<file path="config.mk">
export PLATFORM = sky130hd
export DESIGN_NAME = key_autorepeat_tracker_unit
export DESIGN_NICKNAME = d
export VERILOG_FILES = /design/src/rtl/kat_pkg.sv /design/src/rtl/key_autorepeat_tracker_unit.sv /design/src/rtl/kat_cell.sv
export SDC_FILE = /design/constraint.sdc
export NUM_CORES = 1
export LEC_CHECK = 0
export BUFFER_PORTS_ARGS = -buffer_cell sky130_fd_sc_hd__buf_2
export CORE_UTILIZATION = 67
export CTS_BUF_LIST = sky130_fd_sc_hd__clkbuf_4 sky130_fd_sc_hd__clkbuf_8
export CTS_CLUSTER_SIZE = 20
export DETAILED_ROUTE_END_ITERATION = 16
export PLACE_DENSITY = 0.9
export SYNTH_ARGS = -nofsm -noshare
export SYNTH_HDL_FRONTEND = slang
export SYNTH_HIERARCHICAL = 1
export SYNTH_SLANG_ARGS = --single-unit
</file>
<file path="constraint.sdc">
create_clock -name aclk -period 12.1 [get_ports aclk]
set_input_delay 1.21 -clock aclk [delete_from_list [all_inputs] [get_ports aclk]]
set_output_delay 1.21 -clock aclk [all_outputs]
set_load 0.005 [all_outputs]
</file>
<file path="src/rtl/kat_pkg.sv">
`timescale 1ns / 1ps
// ---------------------------------------------------------------------------
// kat_pkg: shared types and constants of the key auto-repeat tracker
// Holds the slot phase and controller state encodings, the configuration
// register indexes, reset values and the control bundle driven into the cells.
// ---------------------------------------------------------------------------
package kat_pkg;

    localparam int KEY_W         = 8;
    localparam int NUM_KEYS      = 6;
    localparam int CNT_W         = 3;
    localparam int CFG_IDX_W     = 3;
    localparam int CFG_DATA_W    = 16;
    localparam int MS_W          = 16;
    localparam int NOW_W         = 32;
    localparam int DEF_SLOTS     = 6;
    localparam int DEF_TIME_BITS = 32;

    localparam logic [MS_W-1:0]  HOLD_MS_RST   = 16'd100;
    localparam logic [MS_W-1:0]  REPEAT_MS_RST = 16'd60;
    localparam logic [KEY_W-1:0] ESC_CODE_RST  = 8'd27;
    localparam logic [KEY_W-1:0] SEL_CODE_RST  = 8'd0;
    localparam logic [KEY_W-1:0] HOME_CODE_RST = 8'd0;
    localparam logic [CNT_W-1:0] MAX_COUNT     = 3'd6;

    typedef enum logic [1:0] {
        PH_IDLE   = 2'd0,
        PH_HOLD   = 2'd1,
        PH_REPEAT = 2'd2
    } phase_t;

    typedef enum logic [1:0] {
        ST_IDLE = 2'd0,
        ST_MARK = 2'd1,
        ST_WALK = 2'd2
    } state_t;

    typedef enum logic [CFG_IDX_W-1:0] {
        CFG_ESC_HOME    = 3'd0,
        CFG_HOLD_MS     = 3'd1,
        CFG_REPEAT_MS   = 3'd2,
        CFG_ESC_CODE    = 3'd3,
        CFG_SELECT_CODE = 3'd4,
        CFG_HOME_CODE   = 3'd5
    } cfg_reg_t;

    // Control bundle broadcast from the sequencer to every slot cell.
    typedef struct packed {
        logic             mark_en;
        logic             shift_en;
        logic             any_hit;
        logic [KEY_W-1:0] code;
    } cell_ctl_t;

endpackage

</file>
<file path="src/rtl/key_autorepeat_tracker_unit.sv">
`timescale 1ns / 1ps
// ---------------------------------------------------------------------------
// key_autorepeat_tracker_unit: keyboard typematic auto-repeat tracker
// Turns keyboard poll reports into press and release events with hold and
// repeat timing, using a rotating chain of key slot cells.
// ---------------------------------------------------------------------------
// Usage:
//   The s_ channel takes one poll report per transfer: six key codes, a count
//   and the millisecond time. s_ready is high only while no report is being
//   worked on. The m_ channel returns zero to SLOTS events per report, in
//   slot order, with m_last_event set on the final one.
//   Between its transfer and the taking of the next report, each reported
//   key (at most six) in turn matches or claims a slot, then the slot chain
//   rotates once, slot by slot, past the head cell that is evaluated.
//   Each event is loaded into the output register from the head cell
//   while its slot is at the head. A stalled receiver holds the rotation
//   whenever the head slot has an event and the output register is still
//   occupied.
//   The cfg_ write channel is always ready; writes belong in idle periods.
//   Synchronous reset frees all slots and restores the register defaults.
// ---------------------------------------------------------------------------
module key_autorepeat_tracker_unit
    import kat_pkg::*;
#(
    parameter int SLOTS     = DEF_SLOTS,
    parameter int TIME_BITS = DEF_TIME_BITS
) (
    input  logic                  aclk,
    input  logic                  aresetn,
    input  logic                  s_valid,
    output logic                  s_ready,
    input  logic [KEY_W-1:0]      s_key_a,
    input  logic [KEY_W-1:0]      s_key_b,
    input  logic [KEY_W-1:0]      s_key_c,
    input  logic [KEY_W-1:0]      s_key_d,
    input  logic [KEY_W-1:0]      s_key_e,
    input  logic [KEY_W-1:0]      s_key_f,
    input  logic [CNT_W-1:0]      s_key_count,
    input  logic [NOW_W-1:0]      s_now_ms,
    output logic                  m_valid,
    input  logic                  m_ready,
    output logic [KEY_W-1:0]      m_event_key,
    output logic                  m_event_release,
    output logic                  m_last_event,
    input  logic                  cfg_valid,
    output logic                  cfg_ready,
    input  logic [CFG_IDX_W-1:0]  cfg_index,
    input  logic [CFG_DATA_W-1:0] cfg_data
);

    localparam int STEP_W = (SLOTS > 1) ? $clog2(SLOTS) : 1;

    // Configuration registers.
    logic             esc_home_reg;
    logic [MS_W-1:0]  hold_ms_reg;
    logic [MS_W-1:0]  repeat_ms_reg;
    logic [KEY_W-1:0] esc_code_reg;
    logic [KEY_W-1:0] select_code_reg;
    logic [KEY_W-1:0] home_code_reg;

    // Sequencer.
    state_t               state_reg, state_next;
    logic [CNT_W-1:0]     cnt_reg;
    logic [STEP_W-1:0]    step_reg;
    logic [KEY_W-1:0]     key_q_reg [NUM_KEYS];
    logic [TIME_BITS-1:0] now_reg;
    logic                 in_xfer;
    logic                 mark_step;
    logic                 walk_adv;
    logic                 out_load;
    logic                 out_free;
    logic                 later_emit;
    logic [CNT_W-1:0]     count_sat;
    cell_ctl_t            ctl;

    // Output register.
    logic             m_valid_reg;
    logic [KEY_W-1:0] m_key_reg;
    logic             m_release_reg;
    logic             m_last_reg;
    logic [KEY_W-1:0] head_code;

    // Cell chain wiring.
    logic [KEY_W-1:0]     key_w       [SLOTS];
    phase_t               phase_w     [SLOTS];
    logic [SLOTS-1:0]     seen_w;
    logic [TIME_BITS-1:0] stamp_w     [SLOTS];
    logic [KEY_W-1:0]     upd_key_w   [SLOTS];
    phase_t               upd_phase_w [SLOTS];
    logic [SLOTS-1:0]     upd_seen_w;
    logic [TIME_BITS-1:0] upd_stamp_w [SLOTS];
    logic [SLOTS-1:0]     emit_w;
    logic [SLOTS-1:0]     rel_w;
    logic [SLOTS-1:0]     hit_w;
    logic [SLOTS:0]       free_chain;

    assign free_chain[0] = 1'b0;

    assign ctl.code     = key_q_reg[0];
    assign ctl.mark_en  = mark_step && (key_q_reg[0] != '0);
    assign ctl.any_hit  = |hit_w;
    assign ctl.shift_en = walk_adv;

    // The chain rotates toward the head; the head's updated slot wraps to the tail.
    for (genvar i = 0; i < SLOTS; i++) begin : g_cell
        logic [KEY_W-1:0]     sh_key;
        phase_t               sh_phase;
        logic                 sh_seen;
        logic [TIME_BITS-1:0] sh_stamp;

        if (i == SLOTS - 1) begin : g_tail
            assign sh_key   = upd_key_w[0];
            assign sh_phase = upd_phase_w[0];
            assign sh_seen  = upd_seen_w[0];
            assign sh_stamp = upd_stamp_w[0];
        end else begin : g_body
            assign sh_key   = key_w[i+1];
            assign sh_phase = phase_w[i+1];
            assign sh_seen  = seen_w[i+1];
            assign sh_stamp = stamp_w[i+1];
        end

        kat_cell #(
            .TIME_BITS(TIME_BITS)
        ) u_cell (
            .aclk       (aclk),
            .aresetn    (aresetn),
            .ctl        (ctl),
            .hold_ms    (hold_ms_reg),
            .repeat_ms  (repeat_ms_reg),
            .now        (now_reg),
            .free_in    (free_chain[i]),
            .free_out   (free_chain[i+1]),
            .hit        (hit_w[i]),
            .shift_key  (sh_key),
            .shift_phase(sh_phase),
            .shift_seen (sh_seen),
            .shift_stamp(sh_stamp),
            .key        (key_w[i]),
            .phase      (phase_w[i]),
            .seen       (seen_w[i]),
            .stamp      (stamp_w[i]),
            .upd_key    (upd_key_w[i]),
            .upd_phase  (upd_phase_w[i]),
            .upd_seen   (upd_seen_w[i]),
            .upd_stamp  (upd_stamp_w[i]),
            .emit       (emit_w[i]),
            .ev_release (rel_w[i])
        );
    end

    // Slots not yet visited in this walk sit at positions 1 .. SLOTS-1-step.
    always_comb begin
        later_emit = 1'b0;
        for (int p = 1; p < SLOTS; p++) begin
            if (p + int'(step_reg) < SLOTS) begin
                later_emit = later_emit | emit_w[p];
            end
        end
    end

    assign count_sat = (s_key_count > MAX_COUNT) ? MAX_COUNT : s_key_count;
    assign in_xfer   = s_valid && s_ready;
    assign out_free  = !m_valid_reg || m_ready;
    assign out_load  = walk_adv && emit_w[0];
    assign head_code = (esc_home_reg && ((key_w[0] == esc_code_reg) ||
                                         (key_w[0] == select_code_reg)))
                       ? home_code_reg : key_w[0];

    always_ff @(posedge aclk) begin
        if (!aresetn) begin
            state_reg <= ST_IDLE;
        end else begin
            state_reg <= state_next;
        end
    end

    always_comb begin
        state_next = state_reg;
        s_ready    = 1'b0;
        mark_step  = 1'b0;
        walk_adv   = 1'b0;
        unique case (state_reg)
            ST_IDLE: begin
                s_ready = 1'b1;
                if (s_valid) begin
                    state_next = (count_sat == '0) ? ST_WALK : ST_MARK;
                end
            end
            ST_MARK: begin
                mark_step = 1'b1;
                if (cnt_reg == CNT_W'(1)) begin
                    state_next = ST_WALK;
                end
            end
            ST_WALK: begin
                walk_adv = !emit_w[0] || out_free;
                if (walk_adv && (step_reg == STEP_W'(SLOTS - 1))) begin
                    state_next = ST_IDLE;
                end
            end
            default: begin
                state_next = ST_IDLE;
            end
        endcase
    end

    always_ff @(posedge aclk) begin
        if (!aresetn) begin
            cnt_reg  <= '0;
            step_reg <= '0;
        end else if (in_xfer) begin
            cnt_reg  <= count_sat;
            step_reg <= '0;
        end else begin
            if (mark_step) begin
                cnt_reg <= cnt_reg - CNT_W'(1);
            end
            if (walk_adv) begin
                step_reg <= (step_reg == STEP_W'(SLOTS - 1)) ? '0 : step_reg + STEP_W'(1);
            end
        end
    end

    always_ff @(posedge aclk) begin
        if (in_xfer) begin
            key_q_reg[0] <= s_key_a;
            key_q_reg[1] <= s_key_b;
            key_q_reg[2] <= s_key_c;
            key_q_reg[3] <= s_key_d;
            key_q_reg[4] <= s_key_e;
            key_q_reg[5] <= s_key_f;
            now_reg      <= TIME_BITS'(s_now_ms);
        end else if (mark_step) begin
            for (int k = 0; k < NUM_KEYS - 1; k++) begin
                key_q_reg[k] <= key_q_reg[k+1];
            end
            key_q_reg[NUM_KEYS-1] <= '0;
        end
    end

    always_ff @(posedge aclk) begin
        if (!aresetn) begin
            m_valid_reg <= 1'b0;
        end else if (out_load) begin
            m_valid_reg <= 1'b1;
        end else if (m_ready) begin
            m_valid_reg <= 1'b0;
        end
    end

    always_ff @(posedge aclk) begin
        if (out_load) begin
            m_key_reg     <= head_code;
            m_release_reg <= rel_w[0];
            m_last_reg    <= !later_emit;
        end
    end

    assign m_valid         = m_valid_reg;
    assign m_event_key     = m_key_reg;
    assign m_event_release = m_release_reg;
    assign m_last_event    = m_last_reg;

    assign cfg_ready = 1'b1;

    always_ff @(posedge aclk) begin
        if (!aresetn) begin
            esc_home_reg    <= 1'b0;
            hold_ms_reg     <= HOLD_MS_RST;
            repeat_ms_reg   <= REPEAT_MS_RST;
            esc_code_reg    <= ESC_CODE_RST;
            select_code_reg <= SEL_CODE_RST;
            home_code_reg   <= HOME_CODE_RST;
        end else if (cfg_valid && cfg_ready) begin
            unique case (cfg_reg_t'(cfg_index))
                CFG_ESC_HOME:    esc_home_reg    <= cfg_data[0];
                CFG_HOLD_MS:     hold_ms_reg     <= cfg_data[MS_W-1:0];
                CFG_REPEAT_MS:   repeat_ms_reg   <= cfg_data[MS_W-1:0];
                CFG_ESC_CODE:    esc_code_reg    <= cfg_data[KEY_W-1:0];
                CFG_SELECT_CODE: select_code_reg <= cfg_data[KEY_W-1:0];
                CFG_HOME_CODE:   home_code_reg   <= cfg_data[KEY_W-1:0];
                default: begin
                end
            endcase
        end
    end

`ifndef SYNTHESIS
    logic dup_key;

    always_comb begin
        dup_key = 1'b0;
        for (int a = 0; a < SLOTS; a++) begin
            for (int b = a + 1; b < SLOTS; b++) begin
                if ((key_w[a] != '0) && (key_w[a] == key_w[b])) begin
                    dup_key = 1'b1;
                end
            end
        end
    end

    // A key never occupies two slots.
    a_unique_keys: assert property (@(posedge aclk) disable iff (!aresetn)
        !dup_key)
        else $error("key held in two slots");

    // An event is only loaded when the output register can take it.
    a_no_overwrite: assert property (@(posedge aclk) disable iff (!aresetn)
        out_load |-> out_free)
        else $error("output register overwritten");

    // Every walk leaves all seen flags clear.
    a_seen_clear: assert property (@(posedge aclk) disable iff (!aresetn)
        (state_reg == ST_IDLE) |-> (seen_w == '0))
        else $error("seen flag left set outside a report");

    // A finished walk returns the step counter to the head position.
    a_walk_end: assert property (@(posedge aclk) disable iff (!aresetn)
        ((state_reg == ST_WALK) && (state_next == ST_IDLE)) |=> (step_reg == '0))
        else $error("walk ended off the head position");
`endif

endmodule

</file>
<file path="src/rtl/kat_cell.sv">
`timescale 1ns / 1ps
// ---------------------------------------------------------------------------
// kat_cell: one key slot of the tracker chain
// Holds key, phase, seen flag and timestamp. Marks or claims itself for a
// reported key, computes its own walk update and loads its neighbor's state
// when the chain rotates.
// ---------------------------------------------------------------------------
module kat_cell
    import kat_pkg::*;
#(
    parameter int TIME_BITS = DEF_TIME_BITS
) (
    input  logic                 aclk,
    input  logic                 aresetn,
    input  cell_ctl_t            ctl,
    input  logic [MS_W-1:0]      hold_ms,
    input  logic [MS_W-1:0]      repeat_ms,
    input  logic [TIME_BITS-1:0] now,
    input  logic                 free_in,
    output logic                 free_out,
    output logic                 hit,
    input  logic [KEY_W-1:0]     shift_key,
    input  phase_t               shift_phase,
    input  logic                 shift_seen,
    input  logic [TIME_BITS-1:0] shift_stamp,
    output logic [KEY_W-1:0]     key,
    output phase_t               phase,
    output logic                 seen,
    output logic [TIME_BITS-1:0] stamp,
    output logic [KEY_W-1:0]     upd_key,
    output phase_t               upd_phase,
    output logic                 upd_seen,
    output logic [TIME_BITS-1:0] upd_stamp,
    output logic                 emit,
    output logic                 ev_release
);

    logic [KEY_W-1:0]     key_reg;
    phase_t               phase_reg;
    logic                 seen_reg;
    logic [TIME_BITS-1:0] stamp_reg;
    logic                 occupied;
    logic                 claim;
    logic [TIME_BITS-1:0] elapsed;

    assign occupied = (key_reg != '0);
    assign hit      = occupied && (key_reg == ctl.code);
    assign free_out = free_in || !occupied;
    // Only the first free cell in the chain claims a key that matched nowhere.
    assign claim    = ctl.mark_en && !ctl.any_hit && !occupied && !free_in;
    assign elapsed  = now - stamp_reg;

    always_comb begin
        upd_key    = key_reg;
        upd_phase  = phase_reg;
        upd_seen   = seen_reg;
        upd_stamp  = stamp_reg;
        emit       = 1'b0;
        ev_release = 1'b0;
        if (occupied) begin
            upd_seen = 1'b0;
            if (!seen_reg) begin
                emit       = 1'b1;
                ev_release = 1'b1;
                upd_key    = '0;
                upd_phase  = PH_IDLE;
            end else begin
                unique case (phase_reg)
                    PH_IDLE: begin
                        emit      = 1'b1;
                        upd_phase = PH_HOLD;
                        upd_stamp = now;
                    end
                    PH_HOLD: begin
                        if (elapsed > TIME_BITS'(hold_ms)) begin
                            upd_phase = PH_REPEAT;
                            upd_stamp = now;
                        end
                    end
                    PH_REPEAT: begin
                        if (elapsed > TIME_BITS'(repeat_ms)) begin
                            emit      = 1'b1;
                            upd_stamp = now;
                        end
                    end
                    default: begin
                        upd_phase = PH_IDLE;
                    end
                endcase
            end
        end
    end

    always_ff @(posedge aclk) begin
        if (!aresetn) begin
            key_reg   <= '0;
            phase_reg <= PH_IDLE;
            seen_reg  <= 1'b0;
            stamp_reg <= '0;
        end else if (ctl.shift_en) begin
            key_reg   <= shift_key;
            phase_reg <= shift_phase;
            seen_reg  <= shift_seen;
            stamp_reg <= shift_stamp;
        end else if (claim) begin
            key_reg   <= ctl.code;
            phase_reg <= PH_IDLE;
            seen_reg  <= 1'b1;
            stamp_reg <= '0;
        end else if (ctl.mark_en && hit) begin
            seen_reg  <= 1'b1;
        end
    end

    assign key   = key_reg;
    assign phase = phase_reg;
    assign seen  = seen_reg;
    assign stamp = stamp_reg;

endmodule

</file>
==> impl_metrics.tcl <==
set metrics [dict create \
    status "finished, final reports clean" \
    drc 0 \
    path_clk_slew_ns 0.07 \
    p_sw_share_pct 34.8 \
    final.setup.tns_ns 0 \
    grt_first_pass_wirelength_um 170000 \
    power.leakage_nw 13.7 \
    largest_reg_flops 192 \
    hpwl_um 82100 \
    route.vias.total 33700 \
    worst_path_most_repeated_cell "a21o_1" \
    cp_slowest_stage_delay_ns 0.82 \
    clockBufferDepth 3 \
    grt_use_met2_pct 65.0 \
    cts_sinks 414 \
    antenna_found_initial 4 \
    die_w_um 227 \
    grt_max_degree 265 \
    worstSetupEndpointType "register" \
    use_met3_pct 8.22 \
    power_density_nw_per_um2 116 \
    max_slew.worst_pin.slew_ns 1.39 \
    max_cap_viol_count 0 \
    numCtsBuffers 73 \
    fin_ws_ns 5.09 \
    fin_util_pct 72.9 \
    layout-drive-gt1-share_pct 10.1 \
    cts_tree "yes" \
    p_int_mw 2.77 \
    p_comb_share_pct 27.8 \
    max_slew_margin_pct 6.74 \
    path_max_fanout 264 \
    design.die.area_um2 51500 \
    ioPinCount 120 \
    wirelength_um 112000 \
    dr.pass1.iters 8 \
    r2r_start "now_reg[1]" \
    critPathSlowestCell "nor2_4" \
    fmax_mhz 143 \
    post_cts_buffers 0 \
    wl_per_cell_um 21.8 \
    drt_iter0_markers 3998 \
    io_buffers 118 \
    ctsHoldBuffers 0 \
    period_share_pct 57.9 \
    hold_viol_final 0 \
    gr-usage-all-layers_pct 42.2 \
    critPathBufInv 2 \
    fp.coreArea_um2 50100 \
    placementRows 82 \
    power.switching_mw 1.47 \
    fill_cells 3914 \
    grt_pass1_vias 30800 \
    ant_nets 0 \
    routabilityCongestion 1.03 \
    area_growth_pct 7.58 \
    busiest_layer "met2" \
    path_cells "inv_1 > fa_1 > nand2b_1 > a21o_1 > a21o_1 > a211oi_2 > nor2_1 > xnor2_1 > ha_1 > nand4_1 > or4_1 > o21ai_0 > nand3_1 > nand2_1 > a21oi_1 > and3b_1 > nor2_4 > buf_12 > and2_1" \
    syn_avg_cell_area_um2 7.75 \
    min-delay-start "hold_ms_reg[15]" \
    multi_input_area_um2 22400 \
    arrival_ns 7.35 \
    num-nets-final 4800 \
    critPathLaunch "now_reg[1]" \
    clock_latency_ns 0.73 \
    timing.hold.ws_ns 0.461 \
    seqCellArea_um2 9190 \
    seqPwrFrac_pct 36.7 \
    fin_skew_ns 0.0710 \
    setup_viol 0 \
    start_util_pct 67.8 \
    fin_total_pwr_mw 4.24 \
    crit_family "simple AND/OR/NAND/NOR gates" \
    rsz0062_at_grt "no" \
    met1_usage_pct 54.6 \
    fin_crit_ns 7.01 \
    cts_resized 0 \
    power_frac_clock_pct 35.5 \
    die_h_um 227 \
    max-vdd-ir-drop_v 0.000151 \
    syn_inst 4375 \
    viasPerCell 6.59 \
    crit_type "reg -> reg" \
    yosys_warnings 6 \
    htreeDepth 3 \
    drv_slew 0 \
    worst_setup_path_start_kind "register" \
    grt_remaining_overflow 0 \
    hp-class "reg -> reg" \
    pre_cts_ws_ns 5.27 \
    cts-root-buf "clkbuf_8" \
    netlist_area_um2 33900 \
    cp.required_ns 12.44 \
]
power groups by stage:
stage          Clock, mW  Combinational, mW  Sequential [mW]
6_report            1.51               1.18             1.56
4_1_cts             1.51               1.14             1.55
2_1_floorplan          0              0.819             1.57
5_1_grt             1.57               1.27             1.56
3_3_place_gp           0               1.11             1.58
3_5_place_dp           0               1.12             1.58
worst reg2reg max path, stage by stage (launching register included):
cell and delay, ns:
edfxtp_1 0.64, inv_1 0.16, fa_1 0.48, nand2b_1 0.19
a21o_1 0.21, a21o_1 0.20, a211oi_2 0.40, nor2_1 0.10
xnor2_1 0.17, ha_1 0.32, nand4_1 0.12, or4_1 0.50
o21ai_0 0.17, nand3_1 0.23, nand2_1 0.12, a21oi_1 0.13
and3b_1 0.30, nor2_4 0.82, buf_12 0.76, and2_1 0.59
layout by cell type (no fill, tap or decap), types with 36 or more instances in the layout:
master	n
a21o_1	43
nand2_1	638
xnor2_1	144
nand3_1	53
xor2_1	53
o31a_1	197
nor2_1	219
nand2b_1	39
edfxtp_1	90
a21boi_0	43
dfxtp_1	324
nand4_1	99
nor2b_1	240
clkbuf_8	85
inv_1	377
buf_4	47
a211oi_1	36
o211ai_1	39
ha_1	303
buf_2	117
a21oi_1	354
nor3_1	49
o21a_1	44
o21ai_0	250
routing by layer:
layer	wire [µm]	share of wire, %
met5	15	0.013
met4	7480	6.7
met3	11300	10
met2	48300	43
met1	44700	40
layout make-up:
type	instances	area share, %
timing repair buffer	166	2.66
sequential	414	25.2
antenna	1	0.00686
inverter	378	3.89
multi-input combinational	3351	61.4
clock inverter	25	0.854
clock buffer	111	3.74
tap	672	2.30
worst paths after layout:
check	to	slack, ns	cells after the start
max	m_event_key[3]	5.09	19
min	hold_ms_reg[15]	0.46	2
min reg2reg	hold_ms_reg[15]	0.46	2
max reg2reg	m_event_key[3]	5.09	19
metrics by stage:
step	instance area, µm²	instances
final	36500	5118
after global routing	36500	5117
after CTS	36500	5117
after detailed placement	34800	4981
after global placement	34800	4981
after floorplan	33900	4376
Power figures use the tool's default switching activity.
